**config.mk**
```make
export PLATFORM = sky130hd
export DESIGN_NAME = ghbs_queue
export DESIGN_NICKNAME = d
export VERILOG_FILES = /design/src/sv/ghbs_queue.sv
export SDC_FILE = /design/constraint.sdc
export NUM_CORES = 1
export LEC_CHECK = 0
export ABC_AREA = 1
export BUFFER_PORTS_ARGS = -buffer_cell sky130_fd_sc_hd__clkbuf_2
export CELL_PAD_IN_SITES_DETAIL_PLACEMENT = 0
export CELL_PAD_IN_SITES_GLOBAL_PLACEMENT = 2
export CORE_ASPECT_RATIO = 1.2
export CORE_UTILIZATION = 42
export CTS_CLUSTER_SIZE = 28
export DETAILED_ROUTE_END_ITERATION = 10
export PLACE_DENSITY_LB_ADDON = 0.2
export SLEW_MARGIN = 20
export SYNTH_ARGS = -nofsm -noshare
export SYNTH_HDL_FRONTEND = slang
export SYNTH_SLANG_ARGS = --single-unit
export TNS_END_PERCENT = 30
```
**constraint.sdc**
```tcl
create_clock -name clock -period 3.9 [get_ports clock]
set_clock_uncertainty 0.05 [all_clocks]
set_input_delay 0.39 -clock clock [delete_from_list [all_inputs] [get_ports clock]]
set_output_delay 0.39 -clock clock [all_outputs]
set_load 0.01 [all_outputs]
```
**src/sv/ghbs_queue.sv**
```systemverilog
// ghbs_queue: small synchronous fifo with occupancy count
// generic payload width; no package dependency
`timescale 1ns / 1ps

module ghbs_queue #(
   parameter int WIDTH = 8,
   parameter int DEPTH = 8
) (
   input  logic                     clock,
   input  logic                     reset,
   input  logic                     push,
   input  logic [WIDTH-1:0]         push_data,
   input  logic                     pop,
   output logic [WIDTH-1:0]         pop_data,
   output logic [$clog2(DEPTH):0]   count
);

   localparam int AW = $clog2(DEPTH);

   logic [WIDTH-1:0]  slot_ff [DEPTH];
   logic [AW-1:0]     head_ff, head_in;
   logic [AW-1:0]     tail_ff, tail_in;
   logic [AW:0]       count_ff, count_in;

   always_comb begin
      head_in  = head_ff;
      tail_in  = tail_ff;
      count_in = count_ff;
      if (push) begin
         tail_in = (tail_ff == AW'(DEPTH - 1)) ? '0 : tail_ff + 1'b1;
      end
      if (pop) begin
         head_in = (head_ff == AW'(DEPTH - 1)) ? '0 : head_ff + 1'b1;
      end
      if (push && !pop) begin
         count_in = count_ff + 1'b1;
      end else if (pop && !push) begin
         count_in = count_ff - 1'b1;
      end
   end

   always_ff @(posedge clock) begin
      if (reset) begin
         head_ff  <= '0;
         tail_ff  <= '0;
         count_ff <= '0;
      end else begin
         head_ff  <= head_in;
         tail_ff  <= tail_in;
         count_ff <= count_in;
      end
   end

   always_ff @(posedge clock) begin
      if (push) begin
         slot_ff[tail_ff] <= push_data;
      end
   end

   assign pop_data = slot_ff[head_ff];
   assign count    = count_ff;

endmodule

```
==> results.md <==
- Internal power: 1.35 mW
- Hold violation total from the final report: 0
- CP required: 3.46 ns
- Pre-CTS setup slack: 1.75 ns
- Fillers: 702
- Cell variety after synth: 18
- Pleak: 1.42 nW
- Total CTS buffers: 9
- Unrepaired setup endpoints after global routing: no
- #FFs+latches synth: 77
- Combinational power share: 10.6%
- Worst-path maximum fanout: 19
- Post-CTS setup buffers: 0
- Max_slew headroom: 26.6%
- Hold wc startpoint: pop
- Post-Synthesis Cells: 301
- Final ANT Viol Nets: 0
- Tightest Pin Transition: 1.10 ns
- P_sw: 451 uW
- Post-synth top area cell: edfxtp_1
- Post-DR vias/cell: 4.92
- Antenna violations before repair: 0
- Flop pwr share: 52.5%
- Worst vdd ir: 0.223 mV
- Vias: 2066
- Seq. cell area: 2180 um^2
- Iter 0 DRT Violations: 148
- Clock net sink count: 77
- Synth top area share: 59.4%
- Worst setup margin: 1.38 ns
- Latest clock arrival within the worst-skew pair: 0.34 ns
- Hold Path Class: in -> reg
- Sequential share of the synthesized area: 67.4%
- Mapped Avg Cell Area: 10.7 um^2
- # setup viols final: 0
- Maxcap violations: 0
- Syn. warnings: 0
- Drt first pass iters: 4
- Die extent in x: 82.1 um
- Hold-fix buffers, CTS: 0
- Fin crit share: 64.6%
- Slew Viols, Final: 0
- First-pass GRT wire length: 10.7 mm
- N_diodes: 0
- Largest net degree at the start of global routing: 33
- Max H-tree Level: 3
- Minimum clock period after layout: 2.52 ns
- Area Overhead vs Synth: 11.1%
- GRT Total Usage: 18.8%
- Synth Cell Area: 3240 um^2
- Clock buffer depth: 2
- Clock power share: 36.9%
- FP Rows: 34
- Slowest stage delay, CP: 0.81 ns
- Critical path type: reg -> out
- Routed wire length: 6.71 mm
- Critical Path Start Type: flop
- PostCTS Resize Cnt: 0
- Crit path cell chain: buf_4 -> nor2_1 -> nor2_1 -> o21ai_1 -> nand2_1 -> nand2_1 -> nand2_1 -> clkbuf_2
- DRC Markers: 0
- RR Startpoint: tail_ff[0]$_SDFFE_PP0P_
- Buffers on Ports: 23
- IO Count: 24
- Sw frac: 25.0%
- Die area: 8060 um^2
- Core ar.: 7360 um^2
- Multi-input gate area: 887 um^2
- Final GP Congestion: 0.715
- Root Driver: clkbuf_8
- Initial Util: 44.0%
- DR WL/cell: 16.0 um
- Final setup TNS: 0 ns
- Slowest stage cell, crit path: dfxtp_1
- CTS tree: built
- Post-Syn Nets: 321
- Endpoint type of the worst setup path: output port
- Die Height: 98.2 um
- Top cells by area, synth: edfxtp_1 (59%), nor2_1 (9.3%), dfxtp_1 (8.0%), nand2_1 (6.7%), o21ai_1 (4.6%)
- GRT Residual Overflow: 0
- CP Data Arrival Time: 2.08 ns
- Status: finished, final reports clean
- Hpwl dp: 4.19 mm
- Cell mode on critical path: nand2_1
- Fmax: 0.397 GHz
- Layout cell share with drive strength beyond 1: 13.0%
- Vias in the first global route: 1989
- Pwr/cell area: 502 nW/um^2
- Layout net count: 345
- Clk pin slew, worst setup/hold paths: 0.08 ns
## path summary, 6_finish.rpt
check | end | slack, ns | cells after the start
worst max-delay path | pop_data[3] | 1.38 | 8
worst min-delay path | head_ff[0]$_SDFFE_PP0P_ | 0.27 | 2
worst max register to register | slot_ff[5][3]$_DFFE_PP_ | 2.11 | 2
worst min register to register | tail_ff[0]$_SDFFE_PP0P_ | 0.45 | 2
## kinds of logic (layout without fill, tap and decap cells)
group / after synthesis / in the layout / share of synthesized area [%]
XOR/XNOR: 2 / 2 / 0.541
buffers and inverters: 28 / 57 / 5.14
AO/OA/AOI/OAI: 43 / 43 / 6.73
AND/OR/NAND/NOR: 143 / 143 / 16.8
flip-flops: 77 / 77 / 67.4
adder cells (fa/ha/maj): 8 / 8 / 3.33
## synth_stat cells
library cell,number
nor2_1,80
edfxtp_1,64
nand2_1,58
o21ai_1,30
inv_1,15
dfxtp_1,13
ha_1,7
a21oi_1,6
buf_6,6
o21ai_0,6
nand3_1,4
buf_2,3
buf_4,2
inv_4,2
xor2_1,2
a211oi_1,1
fa_1,1
or2_2,1
## layout make-up
class | instances | share of cell area, %
Tap cell | 90 | 3.13
Clock buffer | 9 | 3.44
Clock inverter | 7 | 2.75
Multi-Input combinational cell | 196 | 24.7
Sequential cell | 77 | 60.7
Timing Repair Buffer | 24 | 3.41
Inverter | 17 | 1.91
## power groups by stage
stage,clock (mW),combinational (mW),sequential (mW)
finish,0.665,0.192,0.947
global route,0.716,0.224,0.953
CTS,0.680,0.195,0.948
detailed placement,0,0.194,0.967
global placement,0,0.193,0.967
floorplan,0,0.144,0.956
## sequential cells by signal, indices dropped and copies added (netlist names), named ones only
name,cells
slot_ff,64
head_ff,3
count,4
tail_ff,3
## metrics by stage
stage	hold WS, ns	cells	power (mW)	utilization (%)	area [um^2]
after floorplan	0.404	301	1.10	-	3240
after global placement	0.439	404	1.16	45.8	3370
after detailed placement	0.438	404	1.16	45.8	3370
after CTS	0.243	420	1.82	48.9	3600
after global routing	0.255	420	1.89	48.9	3600
final	0.265	420	1.80	48.9	3600
## routing by layer
layer,wire [um],vias to the layer above,part of all wire (%),GRT usage [%]
met4,205,0,3.1,9.99
li1,-,1050,-,-
met5,0,-,0,0
met3,155,16,2.3,3.08
met2,3110,38,46,28.9
met1,3230,962,48,25.2
## layout by cell type, fill, tap and decap left out
cell type	synthesis	layout
clkbuf_8	0	9
clkbuf_2	0	23
edfxtp_1	64	64
ha_1	7	7
clkinvlp_4	0	1
a21oi_1	6	6
bufinv_16	0	2
o21ai_0	6	6
o21ai_1	30	30
inv_1	15	15
inv_6	0	1
xor2_1	2	2
dfxtp_1	13	13
a211oi_1	1	1
clkinv_2	0	1
inv_4	2	2
fa_1	1	1
clkinv_4	0	2
or2_2	1	1
nor2_1	80	80
buf_4	2	1
nand2_1	58	58
nand3_1	4	4
## critical path: cells and delay by family (launching register included)
kind	cells	cell delay [ns]
AO/OA/AOI/OAI	1	0.07
AND/OR/NAND/NOR	5	0.38
buffers and inverters	2	0.48
flip-flops	1	0.81
(Power assumes the default switching activity.)
