File: src/sv/ghbs_pkg.sv
// ghbs_pkg: shared types and constants for the grid height bilinear sampler
// used by every module but ghbs_queue; depends on nothing
`timescale 1ns / 1ps

package ghbs_pkg;

   localparam int GRID_AW  = 16;
   localparam int POS_BITS = 24;
   localparam int HEIGHT_W = 16;
   localparam int UV_W     = 24;
   localparam int CSR_IW   = 3;
   localparam int CSR_DW   = 33;

   typedef enum logic [CSR_IW-1:0] {
      CSR_GRID_COLS        = 3'd0,
      CSR_GRID_ROWS        = 3'd1,
      CSR_LON_LEFT         = 3'd2,
      CSR_LAT_BOTTOM       = 3'd3,
      CSR_CELLS_PER_DEGREE = 3'd4
   } csr_index_type;

   typedef enum logic {
      OP_WRITE  = 1'b0,
      OP_SAMPLE = 1'b1
   } op_type;

   typedef struct packed {
      logic        [8:0]  grid_cols;
      logic        [8:0]  grid_rows;
      logic signed [32:0] lon_left;
      logic signed [31:0] lat_bottom;
      logic        [15:0] cells_per_degree;
   } csr_type;

   // one classified request travelling from front to back
   typedef struct packed {
      logic                              is_write;
      logic                              in_range;
      logic [3:0][GRID_AW-1:0]           addr;
      logic [UV_W-1:0]                   u;
      logic [UV_W-1:0]                   v;
      logic [HEIGHT_W-1:0]               height;
   } job_type;

   typedef struct packed {
      logic [HEIGHT_W-1:0] height_feet;
      logic                in_range;
   } result_type;

endpackage

File: src/sv/ghbs_front.sv
// ghbs_front: maps a sample point to grid cells, fractions and range flag
// four register stages; uses ghbs_pkg types
`timescale 1ns / 1ps

module ghbs_front #(
   parameter int MAX_COLS  = 256,
   parameter int MAX_ROWS  = 256,
   parameter int FRAC_BITS = 16
) (
   input  logic                  clock,
   input  logic                  reset,
   input  logic                  in_valid,
   input  logic                  in_op,
   input  logic [15:0]           in_cell_index,
   input  logic signed [15:0]    in_cell_height,
   input  logic signed [31:0]    in_latitude,
   input  logic signed [32:0]    in_longitude,
   input  ghbs_pkg::csr_type     csr,
   output logic                  job_valid,
   output ghbs_pkg::job_type     job,
   output logic [2:0]            busy
);

   localparam int CW = $clog2(MAX_COLS + 1);
   localparam int RW = $clog2(MAX_ROWS + 1);
   localparam int PB = ghbs_pkg::POS_BITS;
   localparam int AW = ghbs_pkg::GRID_AW;
   localparam int MW = CW + RW + AW;

   // stage 1: offsets from tile corner
   logic                 v1_ff;
   logic                 op1_ff;
   logic [15:0]          idx1_ff;
   logic [15:0]          hgt1_ff;
   logic signed [33:0]   dlon1_ff;
   logic signed [32:0]   dlat1_ff;

   // stage 2: scaled to cells
   logic                 v2_ff;
   logic                 op2_ff;
   logic [15:0]          idx2_ff;
   logic [15:0]          hgt2_ff;
   logic signed [50:0]   px2_ff, px2_in;
   logic signed [49:0]   py2_ff, py2_in;

   // stage 3: range test, corner indices, fractions
   logic                 v3_ff;
   logic                 op3_ff;
   logic [15:0]          idx3_ff;
   logic [15:0]          hgt3_ff;
   logic                 rng3_ff, rng3_in;
   logic [CW-1:0]        x0_3_ff, x0_3_in, x1_3_ff, x1_3_in;
   logic [RW-1:0]        y0_3_ff, y0_3_in, y1_3_ff, y1_3_in;
   logic [FRAC_BITS-1:0] u3_ff, u3_in, v3f_ff, v3f_in;

   // stage 4: cell addresses
   logic                 v4_ff;
   ghbs_pkg::job_type    job4_ff, job4_in;

   logic [CW-1:0]        cols_eff;
   logic [RW-1:0]        rows_eff;
   logic signed [51:0]   xs, ys, col_lim, row_lim;
   logic [CW-1:0]        x0_raw;
   logic [RW-1:0]        y0_raw;
   logic [MW-1:0]        a00, a01, a10, a11;

   always_comb begin
      if (csr.grid_cols == '0) begin
         cols_eff = CW'(1);
      end else if (32'(csr.grid_cols) > 32'(MAX_COLS)) begin
         cols_eff = CW'(MAX_COLS);
      end else begin
         cols_eff = CW'(csr.grid_cols);
      end
      if (csr.grid_rows == '0) begin
         rows_eff = RW'(1);
      end else if (32'(csr.grid_rows) > 32'(MAX_ROWS)) begin
         rows_eff = RW'(MAX_ROWS);
      end else begin
         rows_eff = RW'(csr.grid_rows);
      end
   end

   always_comb begin
      px2_in = dlon1_ff * $signed({1'b0, csr.cells_per_degree});
      py2_in = dlat1_ff * $signed({1'b0, csr.cells_per_degree});
   end

   always_comb begin
      col_lim = 52'(cols_eff) <<< PB;
      row_lim = 52'(rows_eff) <<< PB;
      xs      = 52'(px2_ff);
      ys      = row_lim - 52'(py2_ff);
      rng3_in = !xs[51] && (xs <= col_lim) && !ys[51] && (ys <= row_lim);
      x0_raw  = xs[PB +: CW];
      y0_raw  = ys[PB +: RW];
      u3_in   = xs[PB-1 -: FRAC_BITS];
      v3f_in  = ys[PB-1 -: FRAC_BITS];
      // clamp corners so the right and bottom edges sample inside the grid
      x0_3_in = (x0_raw > cols_eff - 1'b1) ? cols_eff - 1'b1 : x0_raw;
      y0_3_in = (y0_raw > rows_eff - 1'b1) ? rows_eff - 1'b1 : y0_raw;
      x1_3_in = (x0_3_in + 1'b1 > cols_eff - 1'b1) ? cols_eff - 1'b1 : x0_3_in + 1'b1;
      y1_3_in = (y0_3_in + 1'b1 > rows_eff - 1'b1) ? rows_eff - 1'b1 : y0_3_in + 1'b1;
   end

   always_comb begin
      a00 = MW'(y0_3_ff) * MW'(cols_eff) + MW'(x0_3_ff);
      a01 = MW'(y0_3_ff) * MW'(cols_eff) + MW'(x1_3_ff);
      a10 = MW'(y1_3_ff) * MW'(cols_eff) + MW'(x0_3_ff);
      a11 = MW'(y1_3_ff) * MW'(cols_eff) + MW'(x1_3_ff);
      job4_in.is_write = (op3_ff == ghbs_pkg::OP_WRITE);
      job4_in.in_range = rng3_ff;
      job4_in.u        = ghbs_pkg::UV_W'(u3_ff);
      job4_in.v        = ghbs_pkg::UV_W'(v3f_ff);
      job4_in.height   = hgt3_ff;
      if (op3_ff == ghbs_pkg::OP_WRITE) begin
         job4_in.addr[0] = idx3_ff;
      end else begin
         job4_in.addr[0] = a00[AW-1:0];
      end
      job4_in.addr[1] = a01[AW-1:0];
      job4_in.addr[2] = a10[AW-1:0];
      job4_in.addr[3] = a11[AW-1:0];
   end

   always_ff @(posedge clock) begin
      if (reset) begin
         v1_ff <= 1'b0;
         v2_ff <= 1'b0;
         v3_ff <= 1'b0;
         v4_ff <= 1'b0;
      end else begin
         v1_ff <= in_valid;
         v2_ff <= v1_ff;
         v3_ff <= v2_ff;
         v4_ff <= v3_ff;
      end
   end

   always_ff @(posedge clock) begin
      op1_ff   <= in_op;
      idx1_ff  <= in_cell_index;
      hgt1_ff  <= in_cell_height;
      dlon1_ff <= 34'(in_longitude) - 34'(csr.lon_left);
      dlat1_ff <= 33'(in_latitude) - 33'(csr.lat_bottom);
      op2_ff   <= op1_ff;
      idx2_ff  <= idx1_ff;
      hgt2_ff  <= hgt1_ff;
      px2_ff   <= px2_in;
      py2_ff   <= py2_in;
      op3_ff   <= op2_ff;
      idx3_ff  <= idx2_ff;
      hgt3_ff  <= hgt2_ff;
      rng3_ff  <= rng3_in;
      x0_3_ff  <= x0_3_in;
      x1_3_ff  <= x1_3_in;
      y0_3_ff  <= y0_3_in;
      y1_3_ff  <= y1_3_in;
      u3_ff    <= u3_in;
      v3f_ff   <= v3f_in;
      job4_ff  <= job4_in;
   end

   assign job_valid = v4_ff;
   assign job       = job4_ff;
   assign busy      = 3'(v1_ff) + 3'(v2_ff) + 3'(v3_ff) + 3'(v4_ff);

endmodule

File: config.mk
export PLATFORM = sky130hd
export DESIGN_NAME = ghbs_front
export DESIGN_NICKNAME = d
export VERILOG_FILES = /design/src/sv/ghbs_pkg.sv /design/src/sv/ghbs_front.sv
export SDC_FILE = /design/constraint.sdc
export NUM_CORES = 2
export LEC_CHECK = 0
export ABC_AREA = 1
export BUFFER_PORTS_ARGS = -buffer_cell sky130_fd_sc_hd__buf_2
export CAP_MARGIN = 20
export CORE_MARGIN = 1.5
export CORE_UTILIZATION = 45
export DETAILED_ROUTE_END_ITERATION = 10
export PLACE_DENSITY = 0.65
export SYNTH_ARGS = -nofsm -noshare
export SYNTH_HDL_FRONTEND = slang
export SYNTH_SLANG_ARGS = --single-unit
File: constraint.sdc
create_clock -name clock -period 6.6 [get_ports clock]
set_clock_uncertainty 0.15 [all_clocks]
set_input_delay 0.66 -clock clock [delete_from_list [all_inputs] [get_ports clock]]
set_output_delay 0.66 -clock clock [all_outputs]
set_load 0.03 [all_outputs]
==> metrics.md <==
| Metric | Value |
|---|---|
| Die W | `378 um` |
| Final non-filler cell total | `10,557` |
| Final setup vio count | `0` |
| Mean Syn Cell Area | `7.85 um^2` |
| Yosys top cell area share | `35.7%` |
| Area occupied by multi-input gates | `44,900 um^2` |
| Layout net count | `10,434` |
| Worst reg2reg startpoint | `dlon1_ff[20]` |
| FF+latch area | `9090 um^2` |
| DR vias/cell | `4.85` |
| Final Hold Fails | `0` |
| Slew Viols, Final | `0` |
| Routed WL | `167,000 um` |
| Ys Warns | `0` |
| CTS buffer count | `52` |
| Antenna viol nets, final | `0` |
| Unique masters post-synth | `60` |
| Ports | `334` |
| Die Y | `378 um` |
| CP delay by family, top | `adder cells` |
| Initial antenna violation count | `4` |
| Starting density of the core | `45.3%` |
| 1st-iter DRT viols | `3,032` |
| CTS tree | `yes` |
| Critical path type | `flop to flop` |
| CP Launch Point | `dlon1_ff[20]` |
| Syn Std Cell Area | `63,200 um^2` |
| Crit-path cells | `buf_4, nand2_1, inv_1, fa_1, fa_1, inv_1, fa_1, fa_1, fa_1, inv_1, fa_1, ha_1, nand2_1, nor2_1, inv_1, nor4_1, buf_4, nand3_1, nand4_1, a21oi_1, xor2_1` |
| Min Tclk post-route | `6300 ps` |
| Synth area leaders | `fa_1, dfxtp_1, inv_1` |
| # rows | `137` |
| Asr flop ratio synth | `0%` |
| Worst path required time | `6990 ps` |
| Worst-Skew Late Latency | `680 ps` |
| P&R area growth vs syn | `14.0%` |
| Yosys top cell by area | `fa_1` |
| Final TNS setup | `0 ps` |
| Top-count cell post-synth | `inv_1` |
| Fraction of layout cells with a size suffix above 1 | `10.9%` |
| Critical path depth | `21` |
| Max clock buf depth | `3` |
| GRT busiest layer | `met2` |
| Post-route DRC | `0` |
| Core Box Area | `139,000 um^2` |
| CTS H-tree lvls | `2` |
| CP max stage cell | `dfxtp_1` |
| Post-synth EDFFs | `0` |
| Max Fclk | `159 MHz` |
| Startpoint Class | `flop` |
| Most common cell on crit path | `fa_1` |
| Sequential area share after synthesis | `14.4%` |
| Placer Congestion | `0.947` |
| Critical path arrival | `6690 ps` |
| Final instance area | `72,000 um^2` |
| Met2 Usage GRT | `40.3%` |
| First-pass GRT wire length | `279,000 um` |
| Worst reg-to-reg path cell count | `21` |
| Worst reg2reg path endpoint | `px2_ff[48]` |
| Post-CTS sizing | `0` |
| Worst path buffer plus inverter count | `6` |
| Post-synthesis cell count | `8,043` |
| Least-Margin Pin Slew | `903 ps` |
| Ys flop type | `dfxtp_1` |
| Fillers | `13,302` |
| Critical Path End | `px2_ff[48]` |
| Die Footprint | `143,000 um^2` |
| Vias in the first global route | `54,083` |
| Routed len/inst | `15.9 um` |
| Synth top cells by count | `inv_1, nand2_1, fa_1` |
| Maxcap violations | `0` |
| Slew HR | `39.7%` |
| Clk Tree Root Cell | `clkbuf_16` |
| Hpwl dp | `144,000 um` |
| Outcome | `complete, no violations` |
| FF+latch count, synth | `454` |
| GRT Total Usage | `24.4%` |
| Post-CTS setup repair buffer count | `0` |
| Hold WC Path Type | `input pin to flop` |
| IO Port Bufs | `317` |
| Crit path max fanout | `11` |
| RSZ-0062 raised after global routing | `false` |
| DR pass1 iterations | `6` |
| Met1 Usage GRT | `33.9%` |
| Vias | `51,204` |
| Dpl cells | `10,426` |
| R2R setup slack | `300 ps` |
| Placement Cell Area | `69,800 um^2` |
| Overflow after GRT | `0` |
| Worst path max stage delay | `790 ps` |
| Fin crit share | `95.4%` |
| Crit path capture type | `flop` |
| Clk slew on worst S/H paths | `60 ps` |
| Pin count of the biggest net entering global routing | `68` |
| Clock sinks | `454` |
| GR Util met3 | `3.07%` |
-- repair_timing --
item / CTS / global route
setup endpoints to repair: 0 / 0
endpoints found under the hold margin: 33 / 0
hold buffers: 33 / 0
-- how the worst min path moves through the flow --
stage                     cells past startpoint   startpoint          end  slack, ps
after floorplan                               0   hgt1_ff[0]   hgt2_ff[0]        160
after global placement                        0    u3_ff[12]      job[52]        160
after detailed placement                      0  hgt2_ff[14]  hgt3_ff[14]        160
after CTS                                     2        reset        v2_ff         40
after global routing                          2        reset        v1_ff         60
final                                         2        reset        v1_ff         70
-- metrics by stage --
| step | util, % | hold slack [ps] | setup WS (ps) |
|---|---|---|---|
| 3_3_place_gp | 50.1 | 160 | 103 |
| 2_1_floorplan | - | 160 | 463 |
| 3_5_place_dp | 50.1 | 162 | 86.8 |
| 6_report | 51.7 | 74.6 | 301 |
| 4_1_cts | 51.7 | 37.5 | 374 |
| 5_1_grt | 51.7 | 57.5 | 31.5 |
-- registers in the layout, indices dropped and copies added (netlist names), 9 cells and up --
name / flops
x0_3_ff: 9
idx1_ff: 16
hgt1_ff: 16
dlon1_ff: 34
px2_ff: 51
u3_ff: 16
idx3_ff: 16
py2_ff: 50
idx2_ff: 16
y1_3_ff: 9
y0_3_ff: 9
hgt2_ff: 16
hgt3_ff: 16
x1_3_ff: 9
dlat1_ff: 33
job: 114
v3f_ff: 16
-- logic make-up after synthesis --
kind of cell	after synthesis	share of synthesized area, %
xor+xnor	251	3.54
flops	454	14.4
fa+ha+maj	1597	45.0
compound gates	582	5.18
other cells	1	0.00594
simple gates	2717	17.2
buf+inv	2441	14.6
-- routing by layer --
metal	vias to the layer above	share of wire [%]	routed length, um
met5	-	0.015	25
met4	4	2.3	3770
met3	249	7.0	11600
met2	1668	46	76500
met1	24769	45	75500
li1	24514	-	-
-- cell type report --
type	instances	area share, %
Timing Repair Buffer	813	7.98
Sequential cell	454	12.6
Tap cell	1876	3.26
Inverter	2153	11.2
Multi-Input combinational cell	5163	62.3
Clock inverter	31	0.608
Antenna cell	2	0.00695
Clock buffer	65	1.99
-- cell usage in the layout (no fill, tap or decap), types with 14 or more instances in the layout --
cell / Yosys / routed
buf_2: 5 / 317
buf_4: 17 / 435
a21oi_1: 266 / 266
dfxtp_1: 454 / 454
o21bai_1: 14 / 14
xnor2_1: 88 / 88
buf_12: 0 / 28
clkbuf_16: 0 / 52
nand2_1: 1937 / 1937
o21a_1: 17 / 17
conb_1: 1 / 16
o21ai_1: 19 / 19
nor2_1: 439 / 439
inv_1: 2140 / 2140
fa_1: 1125 / 1125
nand3_1: 169 / 169
nor3_1: 37 / 37
dlygate4sd3_1: 0 / 33
xor2_1: 158 / 158
nand3b_1: 15 / 15
ha_1: 472 / 472
o21ai_0: 149 / 149
a21o_1: 27 / 27
nor2_2: 16 / 16
a31oi_1: 34 / 34
nand4_1: 42 / 42
-- worst reg2reg max path, delay by kind of cell, from the launching register on --
family / cells / cell delay, ps
adders and majority gates: 7 / 3310
and+or+nand+nor: 6 / 900
DFF: 1 / 790
buffers and inverters: 6 / 730
xor gates and xnor gates: 1 / 150
AOI/OAI and AO/OA: 1 / 140
Power is not shown: default switching activity piles up to over one toggle a cycle in this logic, so the estimate is an artifact.
